==> src/hw/rtl/assert_macros.svh <==
// assertion helpers for the rtl files, included by hafb_engine
`ifndef ASSERT_MACROS_SVH
`define ASSERT_MACROS_SVH

// property that must hold at every clock edge outside reset
`define ASSERT_ALWAYS(lbl, clk, rst_n, prop, msg) \
    lbl: assert property (@(posedge clk) disable iff (!rst_n) (prop)) else $error(msg);

// same-cycle implication outside reset
`define ASSERT_IMPL(lbl, clk, rst_n, ante, cons, msg) \
    lbl: assert property (@(posedge clk) disable iff (!rst_n) (ante) |-> (cons)) \
        else $error(msg);

`endif

==> src/hw/rtl/hafb_pkg.sv <==
`timescale 1ns / 1ps
// ----------------------------------------------------------------------------
// hafb_pkg
// Shared sizes, codes and types of the hole allocator.
// ----------------------------------------------------------------------------
package hafb_pkg;

    localparam int HOLE_COUNT   = 16;
    localparam int SIZE_WIDTH   = 16;

    // fixed widths of the interface fields
    localparam int HINDEX_W     = 4;
    localparam int SIZE_FIELD_W = 16;
    localparam int HIU_W        = 5;
    localparam int CFG_ADDR_W   = 1;
    localparam int CFG_DATA_W   = 5;

    localparam int IDX_W = (HOLE_COUNT > 1) ? $clog2(HOLE_COUNT) : 1;
    localparam int CNT_W = $clog2(HOLE_COUNT + 1);
    localparam int CMP_W = (CNT_W > HIU_W) ? CNT_W : HIU_W;

    localparam logic [CFG_ADDR_W-1:0] CFG_FIT_POLICY   = 1'b0;
    localparam logic [CFG_ADDR_W-1:0] CFG_HOLES_IN_USE = 1'b1;

    localparam logic REQ_LOAD  = 1'b0;
    localparam logic REQ_ALLOC = 1'b1;

    localparam logic POLICY_FIRST = 1'b0;
    localparam logic POLICY_BEST  = 1'b1;

    typedef struct packed {
        logic             fit_policy;
        logic [HIU_W-1:0] holes_in_use;
    } t_cfg;

    typedef struct packed {
        logic                    granted;
        logic [HINDEX_W-1:0]     hole_number;
        logic [SIZE_FIELD_W-1:0] remaining_size;
    } t_result;

    typedef struct packed {
        logic    valid;
        t_result data;
    } t_push;

endpackage

==> src/hw/rtl/hafb_engine.sv <==
`timescale 1ns / 1ps
// ----------------------------------------------------------------------------
// hafb_engine
// Hole table memory with the load, scan and write-back sequencer.
// ----------------------------------------------------------------------------
`include "assert_macros.svh"

module hafb_engine (
    input  logic                              i_clk,
    input  logic                              i_rst_n,
    input  hafb_pkg::t_cfg                    i_cfg,
    input  logic                              i_valid,
    output logic                              o_ready,
    input  logic                              i_req_type,
    input  logic [hafb_pkg::HINDEX_W-1:0]     i_hole_index,
    input  logic [hafb_pkg::SIZE_FIELD_W-1:0] i_size_value,
    output hafb_pkg::t_push                   o_push,
    input  logic                              i_push_ready
);

    typedef enum logic [3:0] {
        S_IDLE  = 4'b0001,
        S_SCAN  = 4'b0010,
        S_WRITE = 4'b0100,
        S_PUSH  = 4'b1000
    } t_state;

    t_state r_state, n_state;

    logic [hafb_pkg::SIZE_WIDTH-1:0] r_mem [hafb_pkg::HOLE_COUNT];
    logic [hafb_pkg::SIZE_WIDTH-1:0] r_rd_data;

    logic                            r_policy;
    logic [hafb_pkg::CNT_W-1:0]      r_limit;
    logic [hafb_pkg::SIZE_WIDTH-1:0] r_req_size;
    logic [hafb_pkg::IDX_W-1:0]      r_rd_idx;
    logic                            r_found, n_found;
    logic [hafb_pkg::IDX_W-1:0]      r_best_idx, n_best_idx;
    logic [hafb_pkg::SIZE_WIDTH-1:0] r_best_size, n_best_size;
    hafb_pkg::t_result               r_res;

    logic                            in_fire;
    logic [hafb_pkg::SIZE_WIDTH-1:0] in_size;
    logic [hafb_pkg::CMP_W-1:0]      hiu_ext;
    logic [hafb_pkg::CNT_W-1:0]      limit_sat;
    logic                            load_in_range;
    logic                            fit, take, last, scan_done;
    logic [hafb_pkg::SIZE_WIDTH-1:0] remain;

    logic                            mem_we;
    logic [hafb_pkg::IDX_W-1:0]      mem_waddr;
    logic [hafb_pkg::SIZE_WIDTH-1:0] mem_wdata;
    logic [hafb_pkg::IDX_W-1:0]      rd_addr;

    assign o_ready = (r_state == S_IDLE);
    assign in_fire = i_valid && o_ready;
    assign in_size = hafb_pkg::SIZE_WIDTH'(i_size_value);

    assign hiu_ext   = hafb_pkg::CMP_W'(i_cfg.holes_in_use);
    assign limit_sat = (hiu_ext > hafb_pkg::CMP_W'(hafb_pkg::HOLE_COUNT))
                     ? hafb_pkg::CNT_W'(hafb_pkg::HOLE_COUNT)
                     : hafb_pkg::CNT_W'(hiu_ext);

    assign load_in_range = (hafb_pkg::CMP_W'(i_hole_index)
                            < hafb_pkg::CMP_W'(hafb_pkg::HOLE_COUNT));

    // scan step on the entry whose data is in the read register
    assign fit  = (r_rd_data >= r_req_size);
    assign take = fit && (!r_found || ((r_policy == hafb_pkg::POLICY_BEST)
                                       && (r_rd_data < r_best_size)));
    assign last = ((hafb_pkg::CNT_W'(r_rd_idx) + hafb_pkg::CNT_W'(1)) == r_limit);
    assign scan_done = last || (take && (r_policy == hafb_pkg::POLICY_FIRST));

    assign n_found     = r_found || take;
    assign n_best_idx  = take ? r_rd_idx : r_best_idx;
    assign n_best_size = take ? r_rd_data : r_best_size;

    assign remain = r_best_size - r_req_size;

    always_comb begin
        n_state   = r_state;
        mem_we    = 1'b0;
        mem_waddr = hafb_pkg::IDX_W'(i_hole_index);
        mem_wdata = in_size;
        rd_addr   = '0;
        unique case (r_state)
            S_IDLE: begin
                if (in_fire) begin
                    if (i_req_type == hafb_pkg::REQ_LOAD) begin
                        mem_we  = load_in_range;
                        n_state = S_PUSH;
                    end else if (limit_sat == '0) begin
                        n_state = S_PUSH;
                    end else begin
                        n_state = S_SCAN;
                    end
                end
            end
            S_SCAN: begin
                rd_addr = r_rd_idx + hafb_pkg::IDX_W'(1);
                if (scan_done) begin
                    n_state = n_found ? S_WRITE : S_PUSH;
                end
            end
            S_WRITE: begin
                mem_we    = 1'b1;
                mem_waddr = r_best_idx;
                mem_wdata = remain;
                n_state   = S_PUSH;
            end
            S_PUSH: begin
                if (i_push_ready) begin
                    n_state = S_IDLE;
                end
            end
            default: begin
                n_state = S_IDLE;
            end
        endcase
    end

    always_ff @(posedge i_clk) begin
        if (!i_rst_n) begin
            r_state <= S_IDLE;
            r_found <= 1'b0;
        end else begin
            r_state <= n_state;
            if (in_fire) begin
                r_found <= 1'b0;
            end else if (r_state == S_SCAN) begin
                r_found <= n_found;
            end
        end
    end

    always_ff @(posedge i_clk) begin
        if (in_fire) begin
            r_policy   <= i_cfg.fit_policy;
            r_limit    <= limit_sat;
            r_req_size <= in_size;
            r_rd_idx   <= '0;
            if (i_req_type == hafb_pkg::REQ_LOAD) begin
                r_res.granted        <= 1'b0;
                r_res.hole_number    <= i_hole_index;
                r_res.remaining_size <= hafb_pkg::SIZE_FIELD_W'(in_size);
            end else begin
                r_res <= '0;
            end
        end
        if (r_state == S_SCAN) begin
            r_rd_idx    <= r_rd_idx + hafb_pkg::IDX_W'(1);
            r_best_idx  <= n_best_idx;
            r_best_size <= n_best_size;
            if (scan_done && !n_found) begin
                r_res <= '0;
            end
        end
        if (r_state == S_WRITE) begin
            r_res.granted        <= 1'b1;
            r_res.hole_number    <= hafb_pkg::HINDEX_W'(r_best_idx);
            r_res.remaining_size <= hafb_pkg::SIZE_FIELD_W'(remain);
        end
    end

    // hole table, one write and one registered read per cycle
    always_ff @(posedge i_clk) begin
        if (mem_we) begin
            r_mem[mem_waddr] <= mem_wdata;
        end
        r_rd_data <= r_mem[rd_addr];
    end

    assign o_push.valid = (r_state == S_PUSH);
    assign o_push.data  = r_res;

    `ASSERT_IMPL(a_no_write_in_scan, i_clk, i_rst_n, r_state == S_SCAN, !mem_we,
        "table written during a scan")
    `ASSERT_IMPL(a_write_needs_hit, i_clk, i_rst_n, r_state == S_WRITE, r_found,
        "write-back without a fitting hole")
    `ASSERT_IMPL(a_scan_in_limit, i_clk, i_rst_n, r_state == S_SCAN,
        hafb_pkg::CNT_W'(r_rd_idx) < r_limit, "scan ran past the holes in use")

endmodule

==> src/hw/rtl/hafb_out_buf.sv <==
`timescale 1ns / 1ps
// ----------------------------------------------------------------------------
// hafb_out_buf
// One-entry result register between the sequencer and the output channel.
// ----------------------------------------------------------------------------
module hafb_out_buf (
    input  logic              i_clk,
    input  logic              i_rst_n,
    input  hafb_pkg::t_push   i_push,
    output logic              o_push_ready,
    output logic              o_valid,
    input  logic              i_ready,
    output hafb_pkg::t_result o_data
);

    logic              r_valid;
    hafb_pkg::t_result r_data;

    // free slot, or the held result leaves in this cycle
    assign o_push_ready = !r_valid || i_ready;

    always_ff @(posedge i_clk) begin
        if (!i_rst_n) begin
            r_valid <= 1'b0;
        end else if (i_push.valid && o_push_ready) begin
            r_valid <= 1'b1;
        end else if (i_ready) begin
            r_valid <= 1'b0;
        end
    end

    always_ff @(posedge i_clk) begin
        if (i_push.valid && o_push_ready) begin
            r_data <= i_push.data;
        end
    end

    assign o_valid = r_valid;
    assign o_data  = r_data;

endmodule

==> src/hw/rtl/hole_allocator_first_best_fit.sv <==
`timescale 1ns / 1ps
// ----------------------------------------------------------------------------
// hole_allocator_first_best_fit
// Hole table allocator with first-fit and best-fit placement.
//
//   channel  direction  handshake           payload
//   request  in         i_valid / o_ready   i_req_type, i_hole_index, i_size_value
//   result   out        o_valid / i_ready   o_granted, o_hole_number, o_remaining_size
//   config   in         i_cfg_we            i_cfg_addr, i_cfg_data
//
// a load writes the table in the accept cycle, then pushes the result; an allocate
// scans the holes in use with one table read per cycle, then does a write-back
// on a hit and the push; a miss skips the write-back, first fit ends the scan at
// the first hit, and no holes in use skips the scan; the push waits while the
// result register stays full
// synchronous active-low reset clears control state; the table is not cleared
// ----------------------------------------------------------------------------
module hole_allocator_first_best_fit (
    input  logic                                i_clk,
    input  logic                                i_rst_n,
    input  logic                                i_cfg_we,
    input  logic [hafb_pkg::CFG_ADDR_W-1:0]     i_cfg_addr,
    input  logic [hafb_pkg::CFG_DATA_W-1:0]     i_cfg_data,
    input  logic                                i_valid,
    output logic                                o_ready,
    input  logic                                i_req_type,
    input  logic [hafb_pkg::HINDEX_W-1:0]       i_hole_index,
    input  logic [hafb_pkg::SIZE_FIELD_W-1:0]   i_size_value,
    output logic                                o_valid,
    input  logic                                i_ready,
    output logic                                o_granted,
    output logic [hafb_pkg::HINDEX_W-1:0]       o_hole_number,
    output logic [hafb_pkg::SIZE_FIELD_W-1:0]   o_remaining_size
);

    hafb_pkg::t_cfg    r_cfg;
    hafb_pkg::t_push   push;
    logic              push_ready;
    hafb_pkg::t_result out_data;

    always_ff @(posedge i_clk) begin
        if (!i_rst_n) begin
            r_cfg <= '0;
        end else if (i_cfg_we) begin
            unique case (i_cfg_addr)
                hafb_pkg::CFG_FIT_POLICY: begin
                    r_cfg.fit_policy <= i_cfg_data[0];
                end
                hafb_pkg::CFG_HOLES_IN_USE: begin
                    r_cfg.holes_in_use <= hafb_pkg::HIU_W'(i_cfg_data);
                end
                default: begin
                    r_cfg <= r_cfg;
                end
            endcase
        end
    end

    hafb_engine u_engine (
        .i_clk        (i_clk),
        .i_rst_n      (i_rst_n),
        .i_cfg        (r_cfg),
        .i_valid      (i_valid),
        .o_ready      (o_ready),
        .i_req_type   (i_req_type),
        .i_hole_index (i_hole_index),
        .i_size_value (i_size_value),
        .o_push       (push),
        .i_push_ready (push_ready)
    );

    hafb_out_buf u_out_buf (
        .i_clk        (i_clk),
        .i_rst_n      (i_rst_n),
        .i_push       (push),
        .o_push_ready (push_ready),
        .o_valid      (o_valid),
        .i_ready      (i_ready),
        .o_data       (out_data)
    );

    assign o_granted        = out_data.granted;
    assign o_hole_number    = out_data.hole_number;
    assign o_remaining_size = out_data.remaining_size;

endmodule
==> config.mk <==
export PLATFORM = sky130hd
export DESIGN_NAME = hole_allocator_first_best_fit
export DESIGN_NICKNAME = d
export VERILOG_FILES = /design/src/hw/rtl/hafb_pkg.sv /design/src/hw/rtl/hafb_engine.sv /design/src/hw/rtl/hafb_out_buf.sv /design/src/hw/rtl/hole_allocator_first_best_fit.sv
export VERILOG_INCLUDE_DIRS = /design/src /design/src/hw/rtl
export SDC_FILE = /design/constraint.sdc
export NUM_CORES = 1
export LEC_CHECK = 0
export ABC_AREA = 1
export BUFFER_PORTS_ARGS = -buffer_cell sky130_fd_sc_hd__clkbuf_2
export CAP_MARGIN = 25
export CORE_MARGIN = 5
export CORE_UTILIZATION = 40
export CTS_CLUSTER_DIAMETER = 40
export DETAILED_ROUTE_END_ITERATION = 10
export PLACE_DENSITY = 0.61
export SLEW_MARGIN = 20
export SYNTH_ARGS = -nofsm -noshare
export SYNTH_HDL_FRONTEND = slang
export SYNTH_HIERARCHICAL = 1
export SYNTH_SLANG_ARGS = --single-unit
export TNS_END_PERCENT = 20
==> constraint.sdc <==
create_clock -name i_clk -period 7.2 [get_ports i_clk]
set_input_delay 0.72 -clock i_clk [delete_from_list [all_inputs] [get_ports i_clk]]
set_output_delay 0.72 -clock i_clk [all_outputs]
set_load 0.01 [all_outputs]
==> metrics.yaml, run 1 <==
run_status:
  status: "finished, final reports clean"
pwr:
  vdd.ir_drop.worst_v: 0.000188
  power_per_cell_area_nw_per_um2: 292
  cell_leakage_power_nw: 6.89
routing:
  drt_first_pass_iters: 5
  wl_per_cell_um: 20.1
  route.detailed.vias_per_inst: 5.30
  remaining_drc_errors: 0
  first_iter_violations: 947
  vias: 10500
  wirelength_um: 39800
  antenna_violating_nets_left: 0
clock_network:
  cts_tree: "built"
  ctsHoldBuffers: 0
  tritoncts_num_sinks: 372
  clk_latency_ns: 0.57
  post_cts.repair.setup_buffers: 0
  cts_buffer_depth: 3
  cts_root_buffer: "sky130_fd_sc_hd__clkbuf_16"
  cts_repair_resize_count: 0
  clk_pin_slew_ns: 0.05
  number_of_cts_inserted_buffers: 51
  cts_max_level: 2
layout:
  fin_cells: 1982
  final_layout_size_suffix_gt1_frac: 0.140
  areaGrowthSynthToFinish_pct: 16.6
  design.final.nets: 1494
  antennaDiodeCount: 0
synthesis:
  synth_cell_type_count: 39
  syn_area_per_cell_sq_um: 11.8
  synth_enable_flop_cells: 323
  postSynthNetCount: 1425
  yosysSeqAreaShare: 0.673
  synth_cells: 1345
  mappedNetlistArea_sq_um: 15900
  synth.yosys.warnings: 6
  most_used_flip_flop_cell_after_synthesis: "sky130_fd_sc_hd__edfxtp_1"
  ys_async_sr_fraction: 0
  ys_seq_elements: 372
timing:
  finalClockSkew_ns: 0.0294
  setup_viol: 0
  clock.fmax_ghz: 0.283
  setup_slack_ns: 3.67
  slew-limit-headroom: 0.318
  finalSetupTns_ns: 0
  rsz0062_at_grt: "false"
  finalMaxSlewViolations: 0
  worst_pin_slew_ns: 1.02
  timing.final.crit_period_ns: 3.53
  post-route-period-util: 0.490
  timing.final.hold_violations: 0
place:
  detailedPlacementHpwl_um: 25000
  gp_congestion: 0.852
  placed_cells: 1884
  buffer_ports.inserted: 54
  detailedPlace.worstSlack_ns: 3.71
floorplan:
  die_height_um: 209
  floorplan.die_area_sq_um: 43800
  io_pins: 55
  dieWidth_um: 209
  floorplan.initialDensity: 0.402
  coreArea_sq_um: 39500
  num_rows: 73
job:
  maxCapViolCount: 0
grt:
  grt_first_pass_wirelength_um: 60700
  global_route.usage.total: 0.177
  grt_pass1_vias: 10400
  grt_start_max_net_pins: 87
  global_route.overflow_total: 0
  number_of_antenna_violations_at_the_first_check_in_global_routing: 2
worst_hold_path:
  worst_hold_path_type: "primary input to register"
setup_path:
  critPathKind: "register to register"
  critical_path_arrival_ns: 3.97
  critical_path_peak_fanout: 46
  worst_ep_required_time_ns: 7.64
  worst_setup_path_end_kind: "register"
  timing.critical_path.from_type: "register"
power by group:
part	internal (mW)	switching [mW]
logic	0.146	0.281
clock network	1.53	0.941
registers	2.45	0.0556
total	4.12	1.28
kinds of logic (layout without fill, tap and decap cells):
| logic type | after synthesis | count (layout) | synth area share |
|---|---|---|---|
| adders and majority gates | 48 | 48 | 0.0383 |
| buffers and inverters | 158 | 270 | 0.0437 |
| AOI/OAI and AO/OA | 368 | 368 | 0.138 |
| DFF | 372 | 372 | 0.673 |
| and+or+nand+nor | 389 | 389 | 0.101 |
| xor gates and xnor gates | 10 | 10 | 0.00552 |
worst max-delay path, cell delays in order (launching register included):
cell and delay (ns):
sky130_fd_sc_hd__edfxtp_1 0.93, sky130_fd_sc_hd__or2_4 0.49, sky130_fd_sc_hd__clkinv_2 0.59, sky130_fd_sc_hd__buf_4 0.52
sky130_fd_sc_hd__buf_4 0.34, sky130_fd_sc_hd__o21ai_0 0.22, sky130_fd_sc_hd__o211ai_1 0.10, sky130_fd_sc_hd__nand3_1 0.11
sky130_fd_sc_hd__nand2_1 0.05
final timing paths:
| path | startpoint | end | slack [ns] | depth (start not counted) |
|---|---|---|---|---|
| setup / recovery | u_engine/r_rd_idx[0] | u_engine/r_rd_data[14] | 3.67 | 8 |
| hold / removal | i_size_value[4] | u_engine/r_req_size[4] | 0.35 | 1 |
| setup reg to reg | u_engine/r_rd_idx[0] | u_engine/r_rd_data[14] | 3.67 | 8 |
| hold reg to reg | u_engine/o_push[9] | u_out_buf/o_data[9] | 0.41 | 0 |
cell usage after synthesis (18+ instances only):
cell | instances | area (sq um)
sky130_fd_sc_hd__a21oi_1 | 41 | 205
sky130_fd_sc_hd__a31oi_1 | 18 | 113
sky130_fd_sc_hd__clkbuf_1 | 38 | 143
sky130_fd_sc_hd__dfxtp_1 | 49 | 981
sky130_fd_sc_hd__edfxtp_1 | 323 | 9700
sky130_fd_sc_hd__ha_1 | 47 | 588
sky130_fd_sc_hd__inv_1 | 84 | 315
sky130_fd_sc_hd__nand2_1 | 176 | 661
sky130_fd_sc_hd__nand3_1 | 58 | 290
sky130_fd_sc_hd__nor2_1 | 130 | 488
sky130_fd_sc_hd__o211ai_1 | 49 | 368
sky130_fd_sc_hd__o21ai_0 | 54 | 270
sky130_fd_sc_hd__o21ai_1 | 124 | 621
sky130_fd_sc_hd__o21bai_1 | 66 | 495
placed cells by master (no fill, tap or decap), drive strengths merged, types with 2 or more instances in the layout:
cell and n:
o31ai 5, o211ai 49, nand2 178, nand4 6, o2111ai 2, ha 47, nor2 131, a21oi 42
inv 98, a21o 4, nand3 58, bufinv 3, clkbuf 121, o21ai 178, dfxtp 49, a31oi 18
xnor2 5, clkinv 14, clkinvlp 6, edfxtp 323, or2 5, a21boi 3, xor2 5, nor3 9
buf 28, o21bai 66
flip-flops by register name, summed over array words and instances, names as in the netlist:
signal,flops
u_engine/r_best_size,16
u_engine/r_state,4
u_out_buf/o_valid,1
u_engine/r_best_idx,4
u_engine/o_push,21
r_cfg,6
u_engine/r_found,1
u_engine/r_mem,256
u_engine/r_rd_idx,4
u_engine/r_limit,5
u_engine/r_req_size,16
u_engine/r_policy,1
u_engine/r_rd_data,16
u_out_buf/o_data,21
metal layers:
metal / wire length (um) / GRT usage
met1: 17300 / 0.240
met2: 18600 / 0.286
met3: 2490 / 0.0342
met4: 1360 / 0.0662
met5: 0 / 0
stage by stage:
step	utilization	hold slack, ns	instance area [sq um]	power [mW]
6_report	0.469	0.347	18500	5.40
2_1_floorplan	-	0.408	15900	2.82
4_1_cts	0.468	0.326	18500	5.43
3_5_place_dp	0.425	0.415	16800	2.97
3_3_place_gp	0.422	0.417	16600	2.96
5_1_grt	0.469	0.335	18500	5.60
final cells by class:
cell class                      instances  area (sq um)
Tap cell                              525           657
Clock buffer                           67          1440
Multi-Input combinational cell        815          4570
Clock inverter                         29           280
Fill cell                            3512         20900
Timing Repair Buffer                   82           544
Sequential cell                       372         10700
Inverter                               92           347
No activity file was read; power rests on OpenSTA's default activity.
==> run 2: changes to the inputs <==
ABC_AREA = 0   (was 1)
PLACE_DENSITY = 0.64   (was 0.61)
clock period = 3.2 ns   (was 7.2 ns; I/O delays follow)
==> run 2 against run 1 <==
Compared with the run above:
- clock power increased by 130%
- synthesized cell count decreased by 13%
- global-route usage decreased by 0.92 points
- via count decreased by 4.2%
- flip-flop and latch count unchanged
- wire length decreased by 4.0%
- hold slack got worse by 0.33 ns
- fmax increased by 20%
==> metrics.yaml, run 2 <==
timing:
  setup_slack_ns: 0.250  # -3.42 ns
  timing.final.hold_violations: 0  # unchanged
  holdWs_ns: 0.0201  # -0.327 ns
  setup_viol: 0  # unchanged
  clock.fmax_ghz: 0.339  # +20%
  finalClockSkew_ns: 0.0171  # -0.0122 ns
  slew-limit-headroom: 0.463  # +0.145
  timing.final.crit_period_ns: 2.95  # -0.579 ns
  worst_pin_slew_ns: 0.801  # -0.222 ns
  finalMaxSlewViolations: 0  # unchanged
  finalSetupTns_ns: 0  # unchanged
  rsz0062_at_grt: "false"
  post-route-period-util: 0.922  # +0.432
grt:
  global_route.overflow_total: 0  # unchanged
  grt_pass1_vias: 10300  # -1.1%
  grt_first_pass_wirelength_um: 58800  # -3.2%
  number_of_antenna_violations_at_the_first_check_in_global_routing: 0  # -2
  grt_start_max_net_pins: 97  # +11%
  global_route.usage.total: 0.168  # -0.00923
clock_network:
  cts_max_level: 2  # unchanged
  number_of_cts_inserted_buffers: 49  # -3.9%
  cts_buffer_depth: 3  # unchanged
  post_cts.repair.setup_buffers: 0  # unchanged
  clk_latency_ns: 0.55  # -0.02 ns
  cts_tree: "built"
  cts_root_buffer: "sky130_fd_sc_hd__clkbuf_16"
  tritoncts_num_sinks: 372  # unchanged
  clk_pin_slew_ns: 0.06  # about the same
floorplan:
  floorplan.die_area_sq_um: 44700  # +2.1%
  dieWidth_um: 211  # +1.1%
  io_pins: 55  # unchanged
  coreArea_sq_um: 39900  # +1.2%
  die_height_um: 211  # +1.1%
  floorplan.initialDensity: 0.407  # +0.00436
  num_rows: 73  # unchanged
synthesis:
  yosys-top-cells-area: "sky130_fd_sc_hd__edfxtp_1 60%, sky130_fd_sc_hd__dfxtp_1 6.0%, sky130_fd_sc_hd__mux2_2 4.5%"
  synth_cells: 1165  # -13%
  postSynthNetCount: 1245  # -13%
  ys_async_sr_fraction: 0  # unchanged
  syn_area_per_cell_sq_um: 13.9  # +18%
  post_synth_most_frequent_cells: "323 x sky130_fd_sc_hd__edfxtp_1, 104 x sky130_fd_sc_hd__a21oi_1, 70 x sky130_fd_sc_hd__o21ai_0"
  ys_seq_elements: 372  # unchanged
  yosys.cell_count.top_type: "sky130_fd_sc_hd__edfxtp_1"
  synth_cell_type_count: 75  # +92%
  mappedNetlistArea_sq_um: 16200  # +2.3%
  most_used_flip_flop_cell_after_synthesis: "sky130_fd_sc_hd__edfxtp_1"
  yosys.area.top_type: "sky130_fd_sc_hd__edfxtp_1"
  synth_enable_flop_cells: 323  # unchanged
  yosysSeqAreaShare: 0.658  # -0.0148
  synth.yosys.warnings: 6  # unchanged
  synth_largest_type_area_fraction: 0.598  # -0.0135
place:
  buffer_ports.inserted: 54  # unchanged
  post_dp_cell_area_sq_um: 17300  # +3.4%
  detailedPlacementHpwl_um: 24100  # -3.5%
  gp_congestion: 0.925  # +8.6%
  placed_cells: 1735  # -7.9%
  detailedPlace.worstSlack_ns: 0.125  # -3.59 ns
worst_hold_path:
  worst_hold_path_type: "primary input to register"
  min_path_cells: 1  # unchanged
layout:
  finalInstanceArea_sq_um: 19200  # +3.7%
  final_core_util: 0.481  # +0.0118
  final_cell_mix: "323 x sky130_fd_sc_hd__edfxtp_1, 104 x sky130_fd_sc_hd__a21oi_1, 65 x sky130_fd_sc_hd__o21ai_0, 65 x sky130_fd_sc_hd__mux2_2, 64 x sky130_fd_sc_hd__nand2_1"
  regMostFlops: "u_engine/r_mem"
  largest_register_ffs: 256  # unchanged
  fin_cells: 1840  # -7.2%
  design.final.nets: 1354  # -9.4%
  areaGrowthSynthToFinish_pct: 18.3
  antennaDiodeCount: 0  # unchanged
  final_layout_size_suffix_gt1_frac: 0.239  # +0.0988
  layout.cells.most_common: "sky130_fd_sc_hd__edfxtp_1"
  filler_cell_count: 3395  # -3.3%
routing:
  wirelength_um: 38200  # -4.0%
  first_iter_violations: 763  # -19%
  vias: 10100  # -4.2%
  remaining_drc_errors: 0  # unchanged
  antenna_violating_nets_left: 0  # unchanged
  route.detailed.vias_per_inst: 5.47  # +3.2%
  wl_per_cell_um: 20.8  # +3.4%
  drt_first_pass_iters: 7  # +2
pwr:
  finalPower_mw: 12.7  # +130%
  cell_leakage_power_nw: 6.74  # -2.2%
  vdd.ir_drop.worst_v: 0.000367  # +95%
  power_per_cell_area_nw_per_um2: 659  # +130%
setup_path:
  reg2reg_path_depth: 9  # +1
  critical_path_peak_fanout: 16  # -65%
  worst_setup_path_end_kind: "register"
  worst_ep_required_time_ns: 3.37  # -4.27 ns
  r2r_slack_ns: 0.25  # -3.42 ns
  critical_path_arrival_ns: 3.12  # -0.85 ns
  critPathKind: "register to register"
  timing.critical_path.from_type: "register"
job:
  maxCapViolCount: 0  # unchanged
run_status:
  status: "finished, final reports clean"
[run 2: worst paths after layout]
check,startpoint,end
worst max-delay path,u_engine/r_req_size[1],u_engine/r_mem[4][13]
worst min-delay path,i_size_value[13],u_engine/r_req_size[13]
worst max register to register,u_engine/r_req_size[1],u_engine/r_mem[4][13]
worst min register to register,u_engine/o_push[3],u_out_buf/o_data[3]
[run 2: report_power, final]
part | leakage [nW] | switching [mW] | total, mW | internal (mW)
Sequential | 3.33 | 0.110 | 5.61 | 5.50
Clock | 0.831 | 2.07 | 5.66 | 3.59
Combinational | 2.58 | 0.829 | 1.39 | 0.558
Total | 6.74 | 3.01 | 12.7 | 9.65
[run 2: critical path: stages, from the launching register on]
cell                       delay (ns)
sky130_fd_sc_hd__edfxtp_1        0.42
sky130_fd_sc_hd__inv_1           0.12
sky130_fd_sc_hd__ha_1            0.23
sky130_fd_sc_hd__nor2b_1         0.14
sky130_fd_sc_hd__o31a_1          0.26
sky130_fd_sc_hd__buf_4           0.15
sky130_fd_sc_hd__o21ba_2         0.24
sky130_fd_sc_hd__or2_2           0.32
sky130_fd_sc_hd__a211oi_1        0.32
sky130_fd_sc_hd__nand2_1         0.38
[run 2: what timing repair did]
action | in CTS | in global routing
endpoints found under the hold margin | 11 | 2
endpoints found under the setup margin | 0 | 16
gates resized for setup | 0 | 1
hold buffers | 11 | 2
[run 2: cell type report]
class                           instances  area, sq um  share of cell area
Clock buffer                           55         1300              0.0678
Clock inverter                         37          430              0.0224
Inverter                               46          173             0.00899
Multi-Input combinational cell        685         5130               0.267
Sequential cell                       372        10700               0.556
Tap cell                              525          657              0.0342
Timing Repair Buffer                  120          823              0.0429
[run 2: metal layers]
metal	wire (um)	up-vias	track usage	share of wire
met5	0	-	0	0
met4	925	0	0.0544	0.024
met3	2140	69	0.0227	0.056
met2	19000	313	0.289	0.50
met1	16100	4997	0.222	0.42
li1	-	4692	-	-
[run 2: kinds of logic (layout without fill, tap and decap cells)]
family / after synthesis / after routing / synth area share
buf+inv: 108 / 258 / 0.0288
simple gates: 244 / 244 / 0.0807
compound gates: 278 / 278 / 0.107
fa+ha+maj: 48 / 48 / 0.0375
mux: 101 / 101 / 0.0796
flops: 372 / 372 / 0.658
xor+xnor: 14 / 14 / 0.00848
